[src/sv/hsl_pkg.sv]
// Package for the HSL to RGB converter: widths, stage record types, part selection.
// No dependencies; used by every module of the converter.
`timescale 1ns / 1ps

package hsl_pkg;

    localparam int CHAN_W  = 8;            // one colour component
    localparam int SEXT_W  = 3;            // hue sextant 0..5
    localparam int RAMP_W  = 9;            // ramp 0..256
    localparam int CN_W    = 16;           // chroma numerator, at most 254*255
    localparam int XP_W    = CN_W + RAMP_W; // cn * ramp
    localparam int SUM_W   = XP_W + 1;     // part + m
    localparam int QX_W    = SUM_W - 8;    // sum / 256
    localparam int QE_W    = QX_W - 8;     // estimate of (sum / 256) / 255

    localparam int NUM_STAGES = 6;

    // Sextant codes of the hue wheel
    localparam logic [SEXT_W-1:0] SEXT_RY = 3'd0;
    localparam logic [SEXT_W-1:0] SEXT_YG = 3'd1;
    localparam logic [SEXT_W-1:0] SEXT_GC = 3'd2;
    localparam logic [SEXT_W-1:0] SEXT_CB = 3'd3;
    localparam logic [SEXT_W-1:0] SEXT_BM = 3'd4;

    typedef enum logic [1:0] {
        LANE_RED   = 2'd0,
        LANE_GREEN = 2'd1,
        LANE_BLUE  = 2'd2
    } t_lane;

    // Which term a channel adds to the lightness offset
    typedef enum logic [1:0] {
        PART_ZERO = 2'd0,
        PART_C    = 2'd1,
        PART_X    = 2'd2
    } t_part;

    // Result of the front stages, one per pixel
    typedef struct packed {
        logic              zero_sat;
        logic [SEXT_W-1:0] sext;
        logic [CN_W-1:0]   cn;
        logic [XP_W-1:0]   xp;
        logic [XP_W-1:0]   m;
    } t_front;

    // Per-sextant choice of term for each channel
    function automatic t_part part_sel(input logic [SEXT_W-1:0] sext, input t_lane lane);
        t_part p;
        p = PART_ZERO;
        case (sext)
            SEXT_RY: begin
                p = (lane == LANE_RED) ? PART_C : (lane == LANE_GREEN) ? PART_X : PART_ZERO;
            end
            SEXT_YG: begin
                p = (lane == LANE_RED) ? PART_X : (lane == LANE_GREEN) ? PART_C : PART_ZERO;
            end
            SEXT_GC: begin
                p = (lane == LANE_RED) ? PART_ZERO : (lane == LANE_GREEN) ? PART_C : PART_X;
            end
            SEXT_CB: begin
                p = (lane == LANE_RED) ? PART_ZERO : (lane == LANE_GREEN) ? PART_X : PART_C;
            end
            SEXT_BM: begin
                p = (lane == LANE_RED) ? PART_X : (lane == LANE_GREEN) ? PART_ZERO : PART_C;
            end
            default: begin
                p = (lane == LANE_RED) ? PART_C : (lane == LANE_GREEN) ? PART_ZERO : PART_X;
            end
        endcase
        return p;
    endfunction

endpackage

[src/sv/hsl_front.sv]
// Front stages 1..3: hue sextant and ramp, chroma numerator, X term and offset.
// Depends on hsl_pkg.
`timescale 1ns / 1ps

module hsl_front import hsl_pkg::*; (
    input  logic              i_clk,
    input  logic [2:0]        i_en,        // load enables of stages 1..3
    input  logic [CHAN_W-1:0] i_hue,
    input  logic [CHAN_W-1:0] i_sat,
    input  logic [CHAN_W-1:0] i_light,
    output t_front            o_front
);

    // Stage 1 registers
    logic [SEXT_W-1:0] r1_sext;
    logic [RAMP_W-1:0] r1_ramp;
    logic [CHAN_W-1:0] r1_d;
    logic [CHAN_W-1:0] r1_sat;
    logic [CHAN_W-1:0] r1_light;
    logic              r1_zero;
    // Stage 2 registers
    logic [SEXT_W-1:0] r2_sext;
    logic [RAMP_W-1:0] r2_ramp;
    logic [CN_W-1:0]   r2_cn;
    logic [CHAN_W-1:0] r2_light;
    logic              r2_zero;
    // Stage 3 register
    t_front            r3_front;

    logic [10:0]       w_hq;
    logic [9:0]        w_ramp;
    logic [8:0]        w_d;
    logic [XP_W-1:0]   w_lfull;
    logic [XP_W-1:0]   w_chalf;

    // hue * 6; ramp folds the low nine bits about 256
    assign w_hq   = {1'b0, i_hue, 2'b00} + {2'b00, i_hue, 1'b0};
    assign w_ramp = w_hq[8] ? (10'd512 - {1'b0, w_hq[8:0]}) : {1'b0, w_hq[8:0]};
    // 255 - |2l - 255|
    assign w_d    = i_light[7] ? (9'd510 - {i_light, 1'b0}) : {i_light, 1'b0};

    always_ff @(posedge i_clk) begin
        if (i_en[0]) begin
            r1_sext  <= w_hq[10:8];
            r1_ramp  <= w_ramp[RAMP_W-1:0];
            r1_d     <= w_d[CHAN_W-1:0];
            r1_sat   <= i_sat;
            r1_light <= i_light;
            r1_zero  <= (i_sat == '0);
        end
    end

    // Chroma numerator
    always_ff @(posedge i_clk) begin
        if (i_en[1]) begin
            r2_sext  <= r1_sext;
            r2_ramp  <= r1_ramp;
            r2_cn    <= {8'd0, r1_d} * {8'd0, r1_sat};
            r2_light <= r1_light;
            r2_zero  <= r1_zero;
        end
    end

    // l*65280 = l*65536 - l*256; never below cn*128, so m stays non-negative
    assign w_lfull = {1'b0, r2_light, 16'd0} - {9'd0, r2_light, 8'd0};
    assign w_chalf = {2'b00, r2_cn, 7'd0};

    always_ff @(posedge i_clk) begin
        if (i_en[2]) begin
            r3_front.zero_sat <= r2_zero;
            r3_front.sext     <= r2_sext;
            r3_front.cn       <= r2_cn;
            r3_front.xp       <= {9'd0, r2_cn} * {16'd0, r2_ramp};
            r3_front.m        <= w_lfull - w_chalf;
        end
    end

    assign o_front = r3_front;

endmodule

[src/sv/hsl_chan.sv]
// Channel stages 4..6: add term and offset, divide by 65280, clamp.
// Depends on hsl_pkg.
`timescale 1ns / 1ps

module hsl_chan import hsl_pkg::*; (
    input  logic              i_clk,
    input  logic [2:0]        i_en,        // load enables of stages 4..6
    input  t_part             i_part,
    input  t_front            i_front,
    output logic [CHAN_W-1:0] o_chan
);

    logic [QX_W-1:0]   r4_x;
    logic              r4_zero;
    logic [QX_W-1:0]   r5_x;
    logic [QE_W-1:0]   r5_qe;
    logic              r5_zero;
    logic [CHAN_W-1:0] r6_chan;

    logic [SUM_W-1:0]  w_part;
    logic [SUM_W-1:0]  w_sum;
    logic [QX_W+8:0]   w_x257;
    logic [QX_W+1:0]   w_qe255;
    logic [QX_W+1:0]   w_rem;
    logic [QE_W:0]     w_q;
    logic [CHAN_W-1:0] n_chan;

    // Term selection and sum
    always_comb begin
        case (i_part)
            PART_C:  w_part = {{(SUM_W-CN_W-8){1'b0}}, i_front.cn, 8'd0};
            PART_X:  w_part = {1'b0, i_front.xp};
            default: w_part = '0;
        endcase
    end
    assign w_sum = w_part + {1'b0, i_front.m};

    always_ff @(posedge i_clk) begin
        if (i_en[0]) begin
            r4_x    <= w_sum[SUM_W-1:8];
            r4_zero <= i_front.zero_sat;
        end
    end

    // x*257/65536 is floor(x/255) or one below
    assign w_x257 = {1'b0, r4_x, 8'd0} + {9'd0, r4_x};

    always_ff @(posedge i_clk) begin
        if (i_en[1]) begin
            r5_x    <= r4_x;
            r5_qe   <= w_x257[QX_W+7:16];
            r5_zero <= r4_zero;
        end
    end

    // Correct the estimate by one, clamp, and force white for zero saturation
    assign w_qe255 = {2'b00, r5_qe, 8'd0} - {10'd0, r5_qe};
    assign w_rem   = {2'b00, r5_x} - w_qe255;
    assign w_q     = {1'b0, r5_qe} + ((w_rem >= (QX_W+2)'(255)) ? (QE_W+1)'(1) : '0);

    always_comb begin
        if (r5_zero || (w_q > (QE_W+1)'(255))) begin
            n_chan = '1;
        end else begin
            n_chan = w_q[CHAN_W-1:0];
        end
    end

    always_ff @(posedge i_clk) begin
        if (i_en[2]) begin
            r6_chan <= n_chan;
        end
    end

    assign o_chan = r6_chan;

endmodule

[src/sv/hsl_to_rgb_converter.sv]
// Top level of the HSL to RGB converter: stream ports, stage valid chain, channels.
// Depends on hsl_pkg, hsl_front and hsl_chan.
`timescale 1ns / 1ps

// Converts one 8-bit HSL pixel (hue wheel of 256 steps) to one 8-bit RGB pixel
// in exact fixed point; zero saturation gives white. Six register stages: a
// pixel accepted into stage 1 moves on through stages 2 to 6 in order and
// leaves from stage 6, and one pixel can be taken every clock while the
// output is not stalled. The rate is set by the per-stage handshake:
// each stage loads whenever it is empty or the stage after it moves, so a
// stalled output stops only the stages that are full behind it. The longest
// path is the 16x9 multiplier of stage three.
module hsl_to_rgb_converter import hsl_pkg::*; (
    input  logic        i_clk,
    input  logic        i_rst_n,
    input  logic        s_axis_tvalid,
    output logic        s_axis_tready,
    input  logic [23:0] s_axis_tdata,   // hue [7:0], saturation [15:8], lightness [23:16]
    output logic        m_axis_tvalid,
    input  logic        m_axis_tready,
    output logic [23:0] m_axis_tdata    // red [7:0], green [15:8], blue [23:16]
);

    logic [NUM_STAGES-1:0] r_vld;
    logic [NUM_STAGES-1:0] n_vld;
    logic [NUM_STAGES:0]   w_rdy;
    t_front                w_front;
    logic [CHAN_W-1:0]     w_red;
    logic [CHAN_W-1:0]     w_green;
    logic [CHAN_W-1:0]     w_blue;

    // A stage may load when empty or when the next one takes its transaction
    always_comb begin
        w_rdy[NUM_STAGES] = m_axis_tready;
        for (int k = NUM_STAGES - 1; k >= 0; k--) begin
            w_rdy[k] = !r_vld[k] || w_rdy[k+1];
        end
    end

    always_comb begin
        n_vld = r_vld;
        for (int k = 0; k < NUM_STAGES; k++) begin
            if (w_rdy[k]) begin
                n_vld[k] = (k == 0) ? s_axis_tvalid : r_vld[(k == 0) ? 0 : k-1];
            end
        end
    end

    always_ff @(posedge i_clk) begin
        if (!i_rst_n) begin
            r_vld <= '0;
        end else begin
            r_vld <= n_vld;
        end
    end

    // Stages 1..3
    hsl_front u_front (
        .i_clk   (i_clk),
        .i_en    (w_rdy[2:0]),
        .i_hue   (s_axis_tdata[7:0]),
        .i_sat   (s_axis_tdata[15:8]),
        .i_light (s_axis_tdata[23:16]),
        .o_front (w_front)
    );

    // Stages 4..6, one lane per colour
    hsl_chan u_red (
        .i_clk   (i_clk),
        .i_en    (w_rdy[5:3]),
        .i_part  (part_sel(w_front.sext, LANE_RED)),
        .i_front (w_front),
        .o_chan  (w_red)
    );

    hsl_chan u_green (
        .i_clk   (i_clk),
        .i_en    (w_rdy[5:3]),
        .i_part  (part_sel(w_front.sext, LANE_GREEN)),
        .i_front (w_front),
        .o_chan  (w_green)
    );

    hsl_chan u_blue (
        .i_clk   (i_clk),
        .i_en    (w_rdy[5:3]),
        .i_part  (part_sel(w_front.sext, LANE_BLUE)),
        .i_front (w_front),
        .o_chan  (w_blue)
    );

    assign s_axis_tready = w_rdy[0];
    assign m_axis_tvalid = r_vld[NUM_STAGES-1];
    assign m_axis_tdata  = {w_blue, w_green, w_red};

endmodule

[config.mk]
export PLATFORM = sky130hd
export DESIGN_NAME = hsl_to_rgb_converter
export DESIGN_NICKNAME = d
export VERILOG_FILES = /design/src/sv/hsl_pkg.sv /design/src/sv/hsl_front.sv /design/src/sv/hsl_chan.sv /design/src/sv/hsl_to_rgb_converter.sv
export SDC_FILE = /design/constraint.sdc
export NUM_CORES = 1
export LEC_CHECK = 0
export ABC_AREA = 0
export ABC_CLOCK_PERIOD_IN_PS = 4800
export BUFFER_PORTS_ARGS = -buffer_cell sky130_fd_sc_hd__buf_2
export CAP_MARGIN = 15
export CORE_AREA = 2 2 222 224
export CTS_BUF_LIST = sky130_fd_sc_hd__clkbuf_8
export DETAILED_ROUTE_END_ITERATION = 16
export DIE_AREA = 0 0 224 226
export HOLD_SLACK_MARGIN = 0.15
export PLACE_DENSITY = 0.74
export SKIP_CTS_REPAIR_TIMING = 1
export SYNTH_ARGS = -nofsm -noshare
export SYNTH_HDL_FRONTEND = slang
export SYNTH_SLANG_ARGS = --single-unit
[constraint.sdc]
create_clock -name i_clk -period 4.8 [get_ports i_clk]
set_clock_uncertainty 0.1 [all_clocks]
set_input_delay 0.24 -clock i_clk [delete_from_list [all_inputs] [get_ports i_clk]]
set_output_delay 0.24 -clock i_clk [all_outputs]
set_load 0.01 [all_outputs]
==> metrics.txt <==
# TYPE chip_impl_metric gauge
chip_impl_info{name="final_common_cell",value="sky130_fd_sc_hd__edfxtp_1"} 1
chip_impl_metric{name="postRouteWirelength",unit="um"} 54800
chip_impl_info{name="run_status",value="finished, violations left"} 1
chip_impl_metric{name="initial_core_util",unit=""} 0.495
chip_impl_metric{name="detail_route.wl_per_cell",unit="um"} 16.5
chip_impl_info{name="worstSetupEndpointType",value="flop"} 1
chip_impl_metric{name="setup-violations-final",unit=""} 16
chip_impl_info{name="unrepaired_setup_endpoints_after_global_routing",value="true"} 1
chip_impl_metric{name="drt_pre_antenna_iters",unit=""} 5
chip_impl_metric{name="layout_cells_sized_above_1",unit=""} 0.205
chip_impl_metric{name="yosys_warnings",unit=""} 0
chip_impl_metric{name="syn2layout_area_growth",unit="%"} 20.6
chip_impl_metric{name="worstSkewPairLatency",unit="ns"} 0.61
chip_impl_metric{name="timing.max_slew.rel_slack",unit=""} 0.263
chip_impl_metric{name="grt_antenna_before_repair",unit=""} 0
chip_impl_metric{name="via_count",unit=""} 18000
chip_impl_metric{name="finalWorstPathRequiredPeriod",unit="ns"} 5.08
chip_impl_metric{name="first_global_vias",unit=""} 18000
chip_impl_metric{name="ctsLongestPathBuffers",unit=""} 3
chip_impl_metric{name="max_cap_viol_count",unit=""} 0
chip_impl_info{name="hp-class",value="primary input to flop"} 1
chip_impl_metric{name="synth_cells",unit=""} 2337
chip_impl_metric{name="slew_viol_final",unit=""} 0
chip_impl_metric{name="fp.dieW",unit="um"} 224
chip_impl_metric{name="synth_area_per_cell",unit="sq um"} 10.2
chip_impl_metric{name="place.port_buffers",unit=""} 53
chip_impl_info{name="tritoncts",value="yes"} 1
chip_impl_metric{name="utilization",unit=""} 0.597
chip_impl_metric{name="worst-endpoint-arrival",unit="ns"} 5.31
chip_impl_metric{name="part_of_the_yosys_area_used_for_sequential_elements",unit=""} 0.365
chip_impl_metric{name="grt_first_pass_wirelength",unit="um"} 87100
chip_impl_metric{name="drt_drc_violations_left",unit=""} 0
chip_impl_metric{name="ios",unit=""} 54
chip_impl_metric{name="async_flop_share",unit=""} 0
chip_impl_metric{name="cpPeakStageDelay",unit="ns"} 0.46
chip_impl_metric{name="final_worst_path_cycle_share",unit=""} 1.06
chip_impl_metric{name="global_route.overflow_total",unit=""} 0
chip_impl_metric{name="grtUsageTotal",unit=""} 0.213
chip_impl_info{name="root_buffer",value="sky130_fd_sc_hd__clkbuf_8"} 1
chip_impl_metric{name="postPlaceCellArea",unit="sq um"} 26300
chip_impl_metric{name="synth_nets",unit=""} 2754
chip_impl_metric{name="achievable-frequency",unit="MHz"} 197
chip_impl_metric{name="worstPathRequired",unit="ns"} 5.03
chip_impl_info{name="worst-setup-path-type",value="flop to flop"} 1
chip_impl_info{name="crit_slowest_cell",value="sky130_fd_sc_hd__edfxtp_1"} 1
chip_impl_info{name="critical_path.startpoint_type",value="flop"} 1
chip_impl_metric{name="drt_iter0_drc",unit=""} 995
chip_impl_metric{name="yosys_register_bits",unit=""} 293
chip_impl_metric{name="maximum_number_of_pins_on_one_net_before_global_route_repair",unit=""} 86
chip_impl_metric{name="rrSetupSlack",unit="ns"} -0.28
chip_impl_metric{name="worst-slew-pin-transition",unit="ns"} 1.11
chip_impl_metric{name="ant_nets",unit=""} 0
chip_impl_metric{name="tns",unit="ns"} -3.90
chip_impl_info{name="highest_count_cells_in_the_layout_ignoring_fill_and_taps",value="sky130_fd_sc_hd__edfxtp_1 (287), sky130_fd_sc_hd__inv_1 (272), sky130_fd_sc_hd__ha_1 (248)"} 1
chip_impl_metric{name="stdcell_area",unit="sq um"} 28900
chip_impl_metric{name="cp_num_buf_inv",unit=""} 4
chip_impl_metric{name="edff_count_synth",unit=""} 287
chip_impl_metric{name="dp_hpwl",unit="um"} 42400
chip_impl_metric{name="detail_route.vias_per_cell",unit=""} 5.41
chip_impl_metric{name="cts_num_sinks",unit=""} 293
chip_impl_metric{name="gpl.final_weighted_congestion",unit=""} 0.939
chip_impl_info{name="cp_top_family",value="simple AND/OR/NAND/NOR gates"} 1
chip_impl_metric{name="die_area",unit="sq um"} 50600
chip_impl_metric{name="syn_area",unit="sq um"} 23900
chip_impl_metric{name="cts_htree_levels",unit=""} 2
chip_impl_info{name="dominantRegCellSynth",value="sky130_fd_sc_hd__edfxtp_1"} 1
chip_impl_metric{name="timing.hold.ws",unit="ns"} 0.169
chip_impl_metric{name="final_critical_path_setup_slack",unit="ns"} -0.285
chip_impl_metric{name="worst_setup_hold_path_clk_slew",unit="ns"} 0.06
chip_impl_metric{name="standard_cell_core_area",unit="sq um"} 48300
chip_impl_metric{name="crit_path_max_fanout",unit=""} 8
chip_impl_metric{name="num_antenna_cells",unit=""} 0
chip_impl_metric{name="cts_made_buffers",unit=""} 49
chip_impl_info{name="failed_checks",value="negative setup slack"} 1
chip_impl_metric{name="final_nets",unit=""} 3087
chip_impl_metric{name="hold_viol",unit=""} 0
chip_impl_metric{name="ys_types",unit=""} 81
chip_impl_metric{name="rows",unit=""} 81
chip_impl_metric{name="die_h",unit="um"} 226
-- logic make-up (layout without fill, tap and decap cells) --
logic type	after synthesis	in the layout	share of synthesized area
buffers and inverters	328	698	0.0519
and+or+nand+nor	700	700	0.144
AOI/OAI and AO/OA	404	404	0.117
adders and majority gates	389	389	0.239
muxes	25	25	0.0105
xor gates and xnor gates	198	198	0.0725
DFF	293	293	0.365
-- worst register-to-register path: stages (launching register included) --
cell	delay (ns)
sky130_fd_sc_hd__edfxtp_1	0.46
sky130_fd_sc_hd__buf_6	0.16
sky130_fd_sc_hd__ha_4	0.22
sky130_fd_sc_hd__and3_4	0.17
sky130_fd_sc_hd__a221o_1	0.35
sky130_fd_sc_hd__nor3_2	0.21
sky130_fd_sc_hd__buf_4	0.15
sky130_fd_sc_hd__xnor2_2	0.07
sky130_fd_sc_hd__ha_1	0.36
sky130_fd_sc_hd__inv_1	0.07
sky130_fd_sc_hd__nor2_1	0.11
sky130_fd_sc_hd__o21ai_1	0.08
sky130_fd_sc_hd__inv_1	0.09
sky130_fd_sc_hd__o21ai_2	0.08
sky130_fd_sc_hd__a2111oi_2	0.35
sky130_fd_sc_hd__o21ai_1	0.12
sky130_fd_sc_hd__nor4_2	0.30
sky130_fd_sc_hd__nand4b_1	0.19
sky130_fd_sc_hd__ha_2	0.25
sky130_fd_sc_hd__ha_4	0.16
sky130_fd_sc_hd__nand2_2	0.05
sky130_fd_sc_hd__nor2_2	0.04
sky130_fd_sc_hd__and3_1	0.15
sky130_fd_sc_hd__o21a_1	0.21
sky130_fd_sc_hd__nor3_4	0.25
sky130_fd_sc_hd__nand2_1	0.10
-- layout make-up --
type | count | area (sq um)
Sequential cell | 293 | 8740
Tap cell | 622 | 778
Clock inverter | 37 | 259
Clock buffer | 51 | 702
Fill cell | 3892 | 19500
Timing Repair Buffer | 333 | 2530
Inverter | 277 | 1040
Multi-Input combinational cell | 1716 | 14800
-- state kept, by name, summed over array words and instances, names as in the netlist, 10 cells and up --
register and flops:
u_blue.r4_x 18, u_blue.r5_qe 10, u_blue.r5_x 18, u_front.o_front 53, u_front.r2_cn 15, u_green.r4_x 18, u_green.r5_qe 10, u_green.r5_x 18
u_red.r4_x 18, u_red.r5_qe 10, u_red.r5_x 18
-- metrics by stage --
stage,std cells,setup WS (ns)
2_1_floorplan,2337,-0.0160
3_3_place_gp,3147,-0.433
3_5_place_dp,3147,-0.558
4_1_cts,3235,-0.568
5_1_grt,3329,-0.574
6_report,3329,-0.285
-- synthesized netlist by cell type (all sizes together) (46+ instances only) --
cell / number / share of area
edfxtp: 287 / 0.36
inv: 277 / 0.043
ha: 275 / 0.14
nand2: 186 / 0.029
nor2: 164 / 0.026
xnor2: 128 / 0.047
and2: 118 / 0.031
fa: 114 / 0.095
a21oi: 91 / 0.019
o21ai: 88 / 0.018
xor2: 70 / 0.026
nand3: 51 / 0.011
nor3: 46 / 0.0096
-- metal layers --
| layer | global-route usage | up-vias | wire length [um] | share of wire |
|---|---|---|---|---|
| li1 | - | 8833 | - | - |
| met1 | 0.249 | 8668 | 22600 | 0.41 |
| met2 | 0.391 | 383 | 28100 | 0.51 |
| met3 | 0.0275 | 122 | 1920 | 0.035 |
| met4 | 0.0935 | 0 | 2240 | 0.041 |
| met5 | 0 | - | 0 | 0 |
-- worst paths after layout --
kind / start / endpoint / depth (start not counted)
worst max register to register: u_blue.r5_qe[1]$_DFFE_PP_ / u_blue.o_chan[5]$_SDFFCE_PP1P_ / 25
worst min register to register: u_front.r1_ramp[1]$_DFFE_PP_ / u_front.r2_ramp[1]$_DFFE_PP_ / 0
worst max-delay path: u_blue.r5_qe[1]$_DFFE_PP_ / u_blue.o_chan[5]$_SDFFCE_PP1P_ / 25
worst min-delay path: s_axis_tdata[5] / u_front.r1_sext[2]$_DFFE_PP_ / 4
Power is left out: the tool's default activity adds up to more than one toggle a clock period on the data nets, which glitch-free logic cannot reach.
